--- config.mk ---
export PLATFORM = sky130hd
export DESIGN_NAME = flash_write_combining_buffer
export DESIGN_NICKNAME = d
export VERILOG_FILES = /design/src/rtl/fwcb_pkg.sv /design/src/rtl/flash_write_combining_buffer.sv
export SDC_FILE = /design/constraint.sdc
export NUM_CORES = 1
export LEC_CHECK = 0
export ABC_AREA = 1
export BUFFER_PORTS_ARGS = -buffer_cell sky130_fd_sc_hd__buf_4
export CAP_MARGIN = 10
export CORE_UTILIZATION = 60
export DETAILED_ROUTE_END_ITERATION = 10
export GPL_TIMING_DRIVEN = 1
export MAX_ROUTING_LAYER = met4
export PLACE_DENSITY = 0.81
export SYNTH_ARGS = -nofsm -noshare
export SYNTH_HDL_FRONTEND = slang
export SYNTH_SLANG_ARGS = --single-unit
export TNS_END_PERCENT = 20
--- constraint.sdc ---
create_clock -name clk_i -period 10.6 [get_ports clk_i]
set_input_delay 0.53 -clock clk_i [delete_from_list [all_inputs] [get_ports clk_i]]
set_output_delay 0.53 -clock clk_i [all_outputs]
set_load 0.03 [all_outputs]
--- src/rtl/fwcb_pkg.sv ---
// fwcb_pkg: shared constants and codes for the flash write-combining buffer.
// No dependencies; imported by rtl/flash_write_combining_buffer.sv.
`timescale 1ns / 1ps

package fwcb_pkg;

  // Program unit size in bytes and the byte offset width within a unit.
  localparam int unsigned UNIT_BYTES = 32;
  localparam int unsigned OFF_W      = $clog2(UNIT_BYTES);
  localparam int unsigned CNT_W      = OFF_W + 1;

  // Address, data and length widths of the stream fields.
  localparam int unsigned ADDR_W = 32;
  localparam int unsigned DATA_W = 8;
  localparam int unsigned LEN_W  = 32;
  localparam int unsigned CODE_W = 3;

  // Packed tdata width (addr, data, length), already a whole number of bytes.
  localparam int unsigned TDATA_W = ADDR_W + DATA_W + LEN_W;

  // Request opcodes (slave side tuser).
  typedef enum logic [CODE_W-1:0] {
    OP_READ  = 3'd0,
    OP_WRITE = 3'd1,
    OP_ERASE = 3'd2,
    OP_TRIM  = 3'd3,
    OP_SYNC  = 3'd4,
    OP_FILL  = 3'd5
  } op_e;

  // Result kinds (master side tuser).
  typedef enum logic [CODE_W-1:0] {
    K_HIT   = 3'd0,
    K_READ  = 3'd1,
    K_PROG  = 3'd2,
    K_ERASE = 3'd3,
    K_TRIM  = 3'd4,
    K_SYNC  = 3'd5,
    K_ACK   = 3'd6,
    K_REJ   = 3'd7
  } kind_e;

endpackage

--- src/rtl/flash_write_combining_buffer.sv ---
// flash_write_combining_buffer: single-unit write-combining cache in front of flash.
// Depends on rtl/fwcb_pkg.sv.
`timescale 1ns / 1ps

// One request enters on the slave stream (opcode in tuser, address, data and
// length in tdata) and produces one or more result requests on the master
// stream, the final one marked with tlast. A single 32-byte program unit is
// cached in a small byte memory with a valid flag. A byte write to another
// unit flushes the dirty unit first as 32 program bytes; a partial write into
// an empty cache issues a unit read to the device and then takes exactly 32
// fill requests (op 5, offsets 0..31 in order) before the held write lands;
// a write at offset 0 with a whole unit still to come goes straight through
// as program bytes until offset 31, which adds a sync. Read hits are served
// from the cache; erase and trim drop the cache (no write-back) when the
// cached unit start lies in their range. The block takes one request, then
// is busy. A single-result request goes through accept, decode and result; a
// held write completing its fill adds a merge step; a unit flush takes each
// byte through a memory read, then an output load, as all bytes share the
// one read port of the cache memory. The result register lets the next
// request be accepted while the final result still waits for m_axis_tready.
// No clearing pass is needed after reset: the cache memory is only read once
// a unit is valid.
module flash_write_combining_buffer
  import fwcb_pkg::*;
(
  input  logic               clk_i,
  input  logic               rst_ni,
  // request stream
  input  logic               s_axis_tvalid,
  output logic               s_axis_tready,
  input  logic [TDATA_W-1:0] s_axis_tdata,   // [31:0] addr, [39:32] data, [71:40] length
  input  logic [CODE_W-1:0]  s_axis_tuser,   // [2:0] op
  // result stream
  output logic               m_axis_tvalid,
  input  logic               m_axis_tready,
  output logic [TDATA_W-1:0] m_axis_tdata,   // [31:0] out_addr, [39:32] out_data,
                                             // [71:40] out_length
  output logic [CODE_W-1:0]  m_axis_tuser,   // [2:0] kind
  output logic               m_axis_tlast    // last
);

  typedef enum logic [2:0] {
    S_IDLE,
    S_DECODE,
    S_PEND,
    S_PROG1,
    S_FLUSH_RD,
    S_FLUSH_EM,
    S_FINAL
  } state_e;

  localparam logic [OFF_W-1:0] LAST_OFF = OFF_W'(UNIT_BYTES - 1);

  // ---------------------------------------------------------------------------
  // Registers
  // ---------------------------------------------------------------------------
  state_e              state_q, state_d;

  // captured request
  logic [CODE_W-1:0]   op_q, op_d;
  logic [ADDR_W-1:0]   addr_q, addr_d;
  logic [DATA_W-1:0]   data_q, data_d;
  logic [LEN_W-1:0]    len_q, len_d;

  // cache control state
  logic [ADDR_W-1:0]   cached_q, cached_d;
  logic                valid_q, valid_d;
  logic                await_q, await_d;
  logic [CNT_W-1:0]    fill_q, fill_d;
  logic [OFF_W-1:0]    pend_off_q, pend_off_d;
  logic [DATA_W-1:0]   pend_byte_q, pend_byte_d;
  logic                pass_q, pass_d;

  // flush sequencer
  logic [ADDR_W-1:0]   fbase_q, fbase_d;
  logic [OFF_W-1:0]    idx_q, idx_d;

  // final result of the current request
  kind_e               fin_kind_q, fin_kind_d;
  logic [ADDR_W-1:0]   fin_addr_q, fin_addr_d;
  logic [DATA_W-1:0]   fin_data_q, fin_data_d;
  logic [LEN_W-1:0]    fin_len_q, fin_len_d;
  logic                fin_mem_q, fin_mem_d;   // data comes from the cache read

  // result register
  logic                m_valid_q, m_valid_d;
  logic [CODE_W-1:0]   m_kind_q, m_kind_d;
  logic [TDATA_W-1:0]  m_data_q, m_data_d;
  logic                m_last_q, m_last_d;

  // cache memory ports
  logic [DATA_W-1:0]   mem_q [UNIT_BYTES];
  logic                mem_we;
  logic [OFF_W-1:0]    mem_wa;
  logic [DATA_W-1:0]   mem_wd;
  logic                mem_re;
  logic [OFF_W-1:0]    mem_ra;
  logic [DATA_W-1:0]   rd_data_q;

  // ---------------------------------------------------------------------------
  // Derived request fields
  // ---------------------------------------------------------------------------
  logic [ADDR_W-1:0] unit;
  logic [OFF_W-1:0]  off;
  logic              same_unit;
  logic              out_free;
  logic [ADDR_W:0]   range_end;
  logic              in_range;
  logic              flush_first;
  logic              valid_after;

  assign unit      = {addr_q[ADDR_W-1:OFF_W], OFF_W'(0)};
  assign off       = addr_q[OFF_W-1:0];
  assign same_unit = (unit == cached_q);
  assign out_free  = !m_valid_q || m_axis_tready;
  // erase/trim range end is inclusive and may carry past 32 bits
  assign range_end = {1'b0, addr_q} + (ADDR_W+1)'(len_q);
  assign in_range  = (cached_q >= addr_q) && ({1'b0, cached_q} <= range_end);
  // a write into another unit writes back a valid cache first
  assign flush_first = valid_q && !same_unit;
  assign valid_after = valid_q && same_unit;

  assign s_axis_tready = (state_q == S_IDLE);
  assign m_axis_tvalid = m_valid_q;
  assign m_axis_tdata  = m_data_q;
  assign m_axis_tuser  = m_kind_q;
  assign m_axis_tlast  = m_last_q;

  // ---------------------------------------------------------------------------
  // Sequencer
  // ---------------------------------------------------------------------------
  always_comb begin
    state_d     = state_q;
    op_d        = op_q;
    addr_d      = addr_q;
    data_d      = data_q;
    len_d       = len_q;
    cached_d    = cached_q;
    valid_d     = valid_q;
    await_d     = await_q;
    fill_d      = fill_q;
    pend_off_d  = pend_off_q;
    pend_byte_d = pend_byte_q;
    pass_d      = pass_q;
    fbase_d     = fbase_q;
    idx_d       = idx_q;
    fin_kind_d  = fin_kind_q;
    fin_addr_d  = fin_addr_q;
    fin_data_d  = fin_data_q;
    fin_len_d   = fin_len_q;
    fin_mem_d   = fin_mem_q;
    m_valid_d   = m_valid_q && !m_axis_tready;
    m_kind_d    = m_kind_q;
    m_data_d    = m_data_q;
    m_last_d    = m_last_q;
    mem_we      = 1'b0;
    mem_wa      = off;
    mem_wd      = data_q;
    mem_re      = 1'b0;
    mem_ra      = off;

    unique case (state_q)
      S_IDLE: begin
        if (s_axis_tvalid) begin
          op_d    = s_axis_tuser;
          addr_d  = s_axis_tdata[ADDR_W-1:0];
          data_d  = s_axis_tdata[ADDR_W +: DATA_W];
          len_d   = s_axis_tdata[ADDR_W+DATA_W +: LEN_W];
          state_d = S_DECODE;
        end
      end

      S_DECODE: begin
        fin_kind_d = K_REJ;
        fin_addr_d = '0;
        fin_data_d = '0;
        fin_len_d  = '0;
        fin_mem_d  = 1'b0;
        fbase_d    = cached_q;
        idx_d      = '0;
        state_d    = S_FINAL;
        if (await_q) begin
          if (op_q == OP_FILL && addr_q == ADDR_W'(fill_q)) begin
            mem_we = 1'b1;
            mem_wa = fill_q[OFF_W-1:0];
            fill_d = fill_q + 1'b1;
            if (fill_q[OFF_W-1:0] == LAST_OFF) begin
              state_d = S_PEND;
            end else begin
              fin_kind_d = K_ACK;
            end
          end
        end else if (pass_q) begin
          if (op_q == OP_WRITE && same_unit) begin
            if (off == LAST_OFF) begin
              pass_d     = 1'b0;
              fin_kind_d = K_SYNC;
              state_d    = S_PROG1;
            end else begin
              fin_kind_d = K_PROG;
              fin_addr_d = addr_q;
              fin_data_d = data_q;
            end
          end
        end else begin
          unique case (op_q) inside
            OP_READ: begin
              fin_addr_d = addr_q;
              if (valid_q && same_unit) begin
                mem_re     = 1'b1;
                fin_kind_d = K_HIT;
                fin_mem_d  = 1'b1;
              end else begin
                fin_kind_d = K_READ;
                fin_len_d  = LEN_W'(1);
              end
            end
            OP_WRITE: begin
              if (flush_first) begin
                valid_d = 1'b0;
                state_d = S_FLUSH_RD;
              end
              if (off == '0 && len_q >= LEN_W'(UNIT_BYTES)) begin
                // direct unit write: cached copy is dropped
                valid_d    = 1'b0;
                cached_d   = unit;
                pass_d     = 1'b1;
                fin_kind_d = K_PROG;
                fin_addr_d = addr_q;
                fin_data_d = data_q;
              end else if (!valid_after) begin
                cached_d    = unit;
                await_d     = 1'b1;
                fill_d      = '0;
                pend_off_d  = off;
                pend_byte_d = data_q;
                fin_kind_d  = K_READ;
                fin_addr_d  = unit;
                fin_len_d   = LEN_W'(UNIT_BYTES);
              end else begin
                mem_we = 1'b1;
                if (off == LAST_OFF) begin
                  valid_d    = 1'b0;
                  fin_kind_d = K_SYNC;
                  state_d    = S_FLUSH_RD;
                end else begin
                  fin_kind_d = K_ACK;
                end
              end
            end
            OP_ERASE, OP_TRIM: begin
              if (valid_q && in_range) begin
                valid_d = 1'b0;
              end
              fin_kind_d = (op_q == OP_ERASE) ? K_ERASE : K_TRIM;
              fin_addr_d = addr_q;
              fin_len_d  = len_q;
            end
            OP_SYNC: begin
              fin_kind_d = K_SYNC;
              if (valid_q) begin
                valid_d = 1'b0;
                state_d = S_FLUSH_RD;
              end
            end
            default: begin
              fin_kind_d = K_REJ;
            end
          endcase
        end
      end

      // fill complete: merge the held write byte
      S_PEND: begin
        mem_we  = 1'b1;
        mem_wa  = pend_off_q;
        mem_wd  = pend_byte_q;
        await_d = 1'b0;
        fill_d  = '0;
        fbase_d = cached_q;
        idx_d   = '0;
        if (pend_off_q == LAST_OFF) begin
          fin_kind_d = K_SYNC;
          state_d    = S_FLUSH_RD;
        end else begin
          valid_d    = 1'b1;
          fin_kind_d = K_ACK;
          state_d    = S_FINAL;
        end
      end

      // last direct-write byte ahead of its sync
      S_PROG1: begin
        if (out_free) begin
          m_valid_d = 1'b1;
          m_kind_d  = K_PROG;
          m_data_d  = {LEN_W'(0), data_q, addr_q};
          m_last_d  = 1'b0;
          state_d   = S_FINAL;
        end
      end

      S_FLUSH_RD: begin
        mem_re  = 1'b1;
        mem_ra  = idx_q;
        state_d = S_FLUSH_EM;
      end

      S_FLUSH_EM: begin
        if (out_free) begin
          m_valid_d = 1'b1;
          m_kind_d  = K_PROG;
          m_data_d  = {LEN_W'(0), rd_data_q, fbase_q[ADDR_W-1:OFF_W], idx_q};
          m_last_d  = 1'b0;
          if (idx_q == LAST_OFF) begin
            state_d = S_FINAL;
          end else begin
            idx_d   = idx_q + 1'b1;
            state_d = S_FLUSH_RD;
          end
        end
      end

      S_FINAL: begin
        if (out_free) begin
          m_valid_d = 1'b1;
          m_kind_d  = fin_kind_q;
          m_data_d  = {fin_len_q, (fin_mem_q ? rd_data_q : fin_data_q), fin_addr_q};
          m_last_d  = 1'b1;
          state_d   = S_IDLE;
        end
      end

      default: begin
        state_d = S_IDLE;
      end
    endcase
  end

  always_ff @(posedge clk_i or negedge rst_ni) begin
    if (!rst_ni) begin
      state_q     <= S_IDLE;
      cached_q    <= '0;
      valid_q     <= 1'b0;
      await_q     <= 1'b0;
      fill_q      <= '0;
      pend_off_q  <= '0;
      pend_byte_q <= '0;
      pass_q      <= 1'b0;
      idx_q       <= '0;
      m_valid_q   <= 1'b0;
    end else begin
      state_q     <= state_d;
      cached_q    <= cached_d;
      valid_q     <= valid_d;
      await_q     <= await_d;
      fill_q      <= fill_d;
      pend_off_q  <= pend_off_d;
      pend_byte_q <= pend_byte_d;
      pass_q      <= pass_d;
      idx_q       <= idx_d;
      m_valid_q   <= m_valid_d;
    end
  end

  // payload registers, no reset
  always_ff @(posedge clk_i) begin
    op_q       <= op_d;
    addr_q     <= addr_d;
    data_q     <= data_d;
    len_q      <= len_d;
    fbase_q    <= fbase_d;
    fin_kind_q <= fin_kind_d;
    fin_addr_q <= fin_addr_d;
    fin_data_q <= fin_data_d;
    fin_len_q  <= fin_len_d;
    fin_mem_q  <= fin_mem_d;
    m_kind_q   <= m_kind_d;
    m_data_q   <= m_data_d;
    m_last_q   <= m_last_d;
  end

  // ---------------------------------------------------------------------------
  // Cache memory: one write port, one registered read port
  // ---------------------------------------------------------------------------
  always_ff @(posedge clk_i) begin
    if (mem_we) begin
      mem_q[mem_wa] <= mem_wd;
    end
    if (mem_re) begin
      rd_data_q <= mem_q[mem_ra];
    end
  end

  // ---------------------------------------------------------------------------
  // Assertions
  // ---------------------------------------------------------------------------
  // fill wait and direct write never overlap
  a_mode_excl: assert property (@(posedge clk_i) disable iff (!rst_ni)
    !(await_q && pass_q))
    else $error("fill wait and direct write both active");

  // fill progress only exists while waiting for fill bytes
  a_fill_idle: assert property (@(posedge clk_i) disable iff (!rst_ni)
    (fill_q != '0) |-> await_q)
    else $error("fill count nonzero outside fill wait");

  // when ready for a new request, any pending result is the final one
  a_idle_last: assert property (@(posedge clk_i) disable iff (!rst_ni)
    (s_axis_tready && m_valid_q) |-> m_last_q)
    else $error("non-final result pending while idle");

endmodule

==> results.md, run 1 <==
- Place WS: 6.32 ns
- Leading area contributor after synthesis: edfxtp_1
- Grt total ovfl: 0
- CTS max path bufs: 3
- Max-Cap Viols: 0
- Crit path kind: flop to flop
- Worst-path cell chain: inv_2 -> nor2_2 -> inv_2 -> nor2_4 -> inv_2 -> nand2_2 -> inv_1 -> a221oi_2 -> nand4_2 -> nor2_1
- Final Setup Violations: 0
- FF-to-FF setup slack: 6.29 ns
- Fin. Hold Viols: 7
- Setup Skew: 0.0205 ns
- Min Tclk post-route: 4.31 ns
- Unique masters post-synth: 55
- Flops & latches, synth: 576
- Final ANT Viol Nets: 0
- Final core utilization: 0.691
- CTS buffer count: 57
- Commonest non-fill, non-tap cell in the layout: edfxtp_1
- Core Area: 43100 um2
- Setup TNS: 0 ns
- FMAX: 232 MHz
- Layout cell share with drive strength beyond 1: 0.123
- IR drop worst, VDD: 200 uV
- Crit path DAT: 4.55 ns
- Number of global-route vias before repair: 18700
- Final HPWL DP: 47400 um
- Synth top area share: 0.594
- Cells after synthesis: 2358
- Die width: 211 um
- Sink Count: 576
- Initial antenna violation count: 0
- Slew @ Worst Pin: 1.24 ns
- Final period util: 0.407
- DRT Pass-1 Iters: 6
- Placed Cells: 3025
- # diodes: 0
- Slew HR: 0.170
- CTS tree: built
- Via density: 6.05
- Synthesis-to-finish area growth: 13.7%
- Global-route wire length before repair: 104000 um
- Required @ worst endpoint: 10.84 ns
- Pwr per Cell Area: 287 nW/um2
- HP Class: input port to async pin
- Failing checks: hold timing
- Crit path launch type: flop
- Syn nets: 2528
- Setup bufs post-CTS: 0
- Routed length per instance: 21.9 um
- Drt drc: 0
- Pin count of the biggest net entering global routing: 129
- Final non-filler cell total: 3131
- Depth of the worst register-to-register path: 10
- Status: finished, violations left
- Final nets: 2669
- Fillers: 3055
- RSZ-0062 raised after global routing: false
- Leakage: 0.0115 uW
- Worst-path fanout max: 43
- Top FF cell, synth: edfxtp_1
- Reg2Reg Capture Point: mem_q[29][1]
- CP max-delay cell: nand2_2
- Clk pin slew, worst setup/hold paths: 0.06 ns
- Total Wirelength: 68500 um
- WHS: -0.00866 ns
- Initial core utilization: 0.608
- Post-cts sizing count: 0
- Most frequent cells in the layout: edfxtp_1 (518), nand2_1 (395), nor2_1 (323)
- Most frequent CP cell: inv_2
- Ys async rst share: 0.101
- Via count: 18900
- Crit. End Element: flop
- Max incr delay on CP: 0.81 ns
- Full die area: 44500 um2
- Iter 0 DRT Violations: 2314
- FF-to-FF Start: state_q[0]
- Final WS setup: 6.29 ns
- Total number of yosys warnings: 0
- Synth Cell Area: 26200 um2
- # port buffers: 156
- Post-synth EDFFs: 518
- CTS Hold Bufs: 0
- Synth Area per Inst: 11.1 um2
- H-tree levels: 2
- Root buf cell: clkbuf_16
- Total GRT Usage: 0.320
- Die H: 211 um
- Clk_lat worst skew: 0.63 ns
- Routability-driven placement congestion ratio: 0.999
- Synth area leaders: edfxtp_1 (59%), nand2_1 (5.7%), dfrtp_1 (5.5%), nor2_1 (4.6%), ha_1 (4.3%)
- Final Slew Violations: 0
- # IOs: 157
- Row Count: 76
- Share of the yosys chip area belonging to registers: 0.649
-- worst max path at each step --
| stage | to | start | slack [ns] |
|---|---|---|---|
| finish | mem_q[29][1] | state_q[0] | 6.29 |
| floorplan | addr_q[0] | state_q[1] | 4.31 |
| global placement | mem_q[29][0] | state_q[0] | 6.61 |
| global route | mem_q[29][1] | state_q[0] | 6.09 |
| detailed placement | mem_q[29][0] | state_q[0] | 6.32 |
| CTS | mem_q[29][4] | state_q[0] | 6.32 |
-- power by group --
group	internal [uW]	switching, uW
combinational	868	2190
sequential	3170	281
clock	1180	854
total	5220	3330
-- worst max-delay path: cells and delay by family, from the launching register on --
kind	cells	cell delay (ns)
AO/OA/AOI/OAI	1	0.43
buffers and inverters	4	0.62
flip-flops	1	0.43
AND/OR/NAND/NOR	5	2.44
-- synthesized netlist by cell type (3+ instances only) --
| cell | n |
|---|---|
| a21o_1 | 9 |
| a21oi_1 | 75 |
| a31oi_1 | 6 |
| buf_1 | 3 |
| buf_2 | 28 |
| buf_4 | 5 |
| buf_6 | 8 |
| clkbuf_1 | 41 |
| dfrtp_1 | 58 |
| edfxtp_1 | 518 |
| ha_1 | 90 |
| inv_1 | 204 |
| inv_2 | 13 |
| nand2_1 | 395 |
| nand3_1 | 75 |
| nand3b_1 | 4 |
| nand4_1 | 25 |
| nand4_2 | 5 |
| nor2_1 | 324 |
| nor3_1 | 59 |
| nor4_1 | 11 |
| o211ai_1 | 31 |
| o21a_1 | 4 |
| o21ai_0 | 158 |
| o21ai_1 | 68 |
| o21ai_2 | 4 |
| o221ai_1 | 77 |
| xnor2_1 | 21 |
| xor2_1 | 5 |
-- through the flow --
stage	area, um2	power [uW]
floorplan	26200	5460
global placement	27900	6410
detailed placement	27900	6490
CTS	29800	8520
global route	29800	8930
finish	29800	8550
-- per-layer routing --
metal / up-vias / part of all wire / global-route usage
li1: 8652 / - / -
met1: 8988 / 0.37 / 0.382
met2: 1075 / 0.51 / 0.546
met3: 216 / 0.080 / 0.0415
met4: 0 / 0.043 / 0.140
met5: - / 0 / -
-- registers in the layout, summed over array words and instances (netlist names), 27 cells and up --
name and count:
mem_q 256, addr_q 32, fin_addr_q 32, fin_len_q 32
len_q 32, fbase_q 27, cached_q 27, m_axis_tdata 72
-- cell type report --
| type | instances | area (um2) | area share |
|---|---|---|---|
| repair buffers | 169 | 1270 | 0.0426 |
| multi-input cells | 1475 | 8020 | 0.269 |
| inverters | 220 | 831 | 0.0279 |
| flip-flops and latches | 576 | 17000 | 0.571 |
| clock inverters | 27 | 279 | 0.00937 |
| well taps | 585 | 732 | 0.0246 |
| clock buffers | 79 | 1640 | 0.0551 |
-- kinds of logic (layout without fill, tap and decap cells) --
group	Yosys count	after routing	synth area share
flip-flops	576	576	0.649
AO/OA/AOI/OAI	443	443	0.103
buffers and inverters	307	495	0.0490
AND/OR/NAND/NOR	915	915	0.146
adder cells (fa/ha/maj)	91	91	0.0437
XOR/XNOR	26	26	0.00869
(Power assumes the default switching activity.)
==> run 2, diff against run 1 <==
Settings changed: CORE_UTILIZATION 60 to 55, PLACE_DENSITY 0.81 to 0.78.
Clock period 10.6 ns to 3.7 ns, I/O delays scaled along.
==> results.md, run 2 (synthesis gave the netlist of run 1 again) <==
- Final ANT Viol Nets: 0 (unchanged)
- Total Wirelength: 72400 um (+5.6%)
- CTS max path bufs: 3 (unchanged)
- Sink Count: 576 (unchanged)
- Pin count of the biggest net entering global routing: 129 (unchanged)
- Final nets: 2837 (+6.3%)
- Required @ worst endpoint: 4.18 ns (-6.66 ns)
- Most frequent cells in the layout: edfxtp_1 (518), nand2_1 (387), nor2_1 (321)
- Crit path kind: flop to flop
- CP max-delay cell: edfxtp_1
- Clk_lat worst skew: 0.65 ns (+0.02 ns)
- HP Class: input port to flop
- Tot Pwr: 24700 uW (+190%)
- Most frequent CP cell: nand2_1
- Drt drc: 4 (+4)
- Die H: 220 um (+4.4%)
- Min Tclk post-route: 3.62 ns (-0.691 ns)
- Commonest non-fill, non-tap cell in the layout: edfxtp_1
- Internal power: 15000 uW (+190%)
- Leakage: 0.0122 uW (+6.6%)
- Root buf cell: clkbuf_16
- CP delay by family, top: simple AND/OR/NAND/NOR gates
- Grt total ovfl: 0 (unchanged)
- Via density: 5.95 (-1.6%)
- Layout cell share with drive strength beyond 1: 0.160 (+0.0373)
- Logic pwr share: 0.379 (+0.021)
- Max reg flops: 256 (unchanged)
- Clock power frac: 0.224 (-0.014)
- Crit. End Element: flop
- Global-route wire length before repair: 107000 um (+3.7%)
- WHS: 0.106 ns (+0.115 ns)
- H-tree levels: 2 (unchanged)
- Final HPWL DP: 48400 um (+2.2%)
- Row Count: 79 (+3.9%)
- Setup Skew: 0.0601 ns (+0.0396 ns)
- Placed Cells: 3122 (+3.2%)
- Crit path DAT: 4.10 ns (-0.45 ns)
- CP Buf/Inv Count: 3 (-1)
- Failing checks: DRC
- # port buffers: 156 (unchanged)
- FMAX: 276 MHz (+19%)
- Max incr delay on CP: 0.44 ns (-0.37 ns)
- Slew HR: 0.251 (+0.0811)
- Final Setup Violations: 0 (unchanged)
- Die width: 220 um (+4.4%)
- Crit path launch type: flop
- IR drop worst, VDD: 806 uV (+300%)
- Routability-driven placement congestion ratio: 0.984 (-1.5%)
- Final Slew Violations: 0 (unchanged)
- Final Cell Area: 31400 um2 (+5.4%)
- Pwr per Cell Area: 788 nW/um2 (+170%)
- Slew @ Worst Pin: 1.12 ns (-0.117 ns)
- Synthesis-to-finish area growth: 19.8%
- Max-Cap Viols: 0 (unchanged)
- Number of global-route vias before repair: 19400 (+3.7%)
- Final period util: 0.978 (+0.572)
- P_sw: 9740 uW (+190%)
- Sw frac: 0.394 (+0.00448)
- Full die area: 48500 um2 (+9.0%)
- CTS tree: built
- Total GRT Usage: 0.302 (-0.0174)
- Iter 0 DRT Violations: 2068 (-11%)
- Core Area: 46800 um2 (+8.5%)
- Fin. Hold Viols: 0 (-7)
- Placed instance area: 28500 um2 (+2.2%)
- CTS buffer count: 57 (unchanged)
- Via count: 19800 (+4.4%)
- # IOs: 157 (unchanged)
- DRT Pass-1 Iters: 9 (+3)
- Largest Register: mem_q
- Status: finished, violations left
- Worst-path fanout max: 5 (-88%)
- Initial antenna violation count: 1 (+1)
- Final core utilization: 0.671 (-0.0201)
- Fillers: 3287 (+7.6%)
- Initial core utilization: 0.560 (-0.0478)
- Routed length per instance: 21.8 um (-0.43%)
- Sequential Power Share: 0.397 (-0.007)
- Final non-filler cell total: 3322 (+6.1%)
- Clk pin slew, worst setup/hold paths: 0.06 ns (about the same)
## run 2: through the flow
stage,TNS (ns),setup WS (ns)
after floorplan,0,0.184
after global placement,0,0.0688
after detailed placement,-0.0457,-0.0457
after CTS,0,0.00585
after global routing,-0.133,-0.133
final,0,0.0808
## run 2: power groups by stage
| stage | Combinational (uW) | Sequential, uW | Clock, uW |
|---|---|---|---|
| 6_report | 9370 | 9830 | 5550 |
| 5_1_grt | 10100 | 9920 | 5840 |
| 4_1_cts | 9030 | 9790 | 5590 |
| 3_5_place_dp | 8910 | 9900 | 0 |
| 3_3_place_gp | 8680 | 9860 | 0 |
| 2_1_floorplan | 5210 | 10400 | 0 |
## run 2: timing repair
item,in CTS,in global routing
endpoints found under the setup margin,1,1
hold endpoints to repair,135,0
setup buffers,0,16
pin swaps,0,19
hold buffers,77,0
gates resized for setup,5,42
## run 2: worst paths after layout
check,endpoint,slack [ns],startpoint,depth (start not counted)
setup / recovery,valid_q,0.08,len_q[4],29
hold / removal,state_q[1],0.11,s_axis_tvalid,4
setup reg to reg,valid_q,0.08,len_q[4],29
hold reg to reg,m_axis_tdata[15],0.49,fbase_q[15],2
max in group asynchronous,cached_q[27],2.91,rst_ni,2
min in group asynchronous,idx_q[3],0.20,rst_ni,2
## run 2: worst register-to-register path: cells and delay by family (launching register included)
kind | cells | cell delay, ns
DFF | 1 | 0.44
adders and majority gates | 2 | 0.60
buffers and inverters | 3 | 0.20
AOI/OAI and AO/OA | 1 | 0.14
and+or+nand+nor | 23 | 2.09
## run 2: routing by layer
layer,part of all wire,vias to the layer above,GRT usage
met5,0,-,-
met2,0.52,973,0.524
met3,0.070,203,0.0346
li1,-,8987,-
met4,0.038,0,0.117
met1,0.37,9597,0.361
## run 2: cell type report
cell class | instances | area, um2 | area share
diodes | 1 | 2.50 | 0.0000797
clock buffers | 78 | 1570 | 0.0499
clock inverters | 28 | 234 | 0.00746
inverters | 220 | 831 | 0.0265
multi-input cells | 1475 | 8190 | 0.261
flip-flops and latches | 576 | 17000 | 0.542
well taps | 607 | 759 | 0.0242
repair buffers | 337 | 2800 | 0.0891
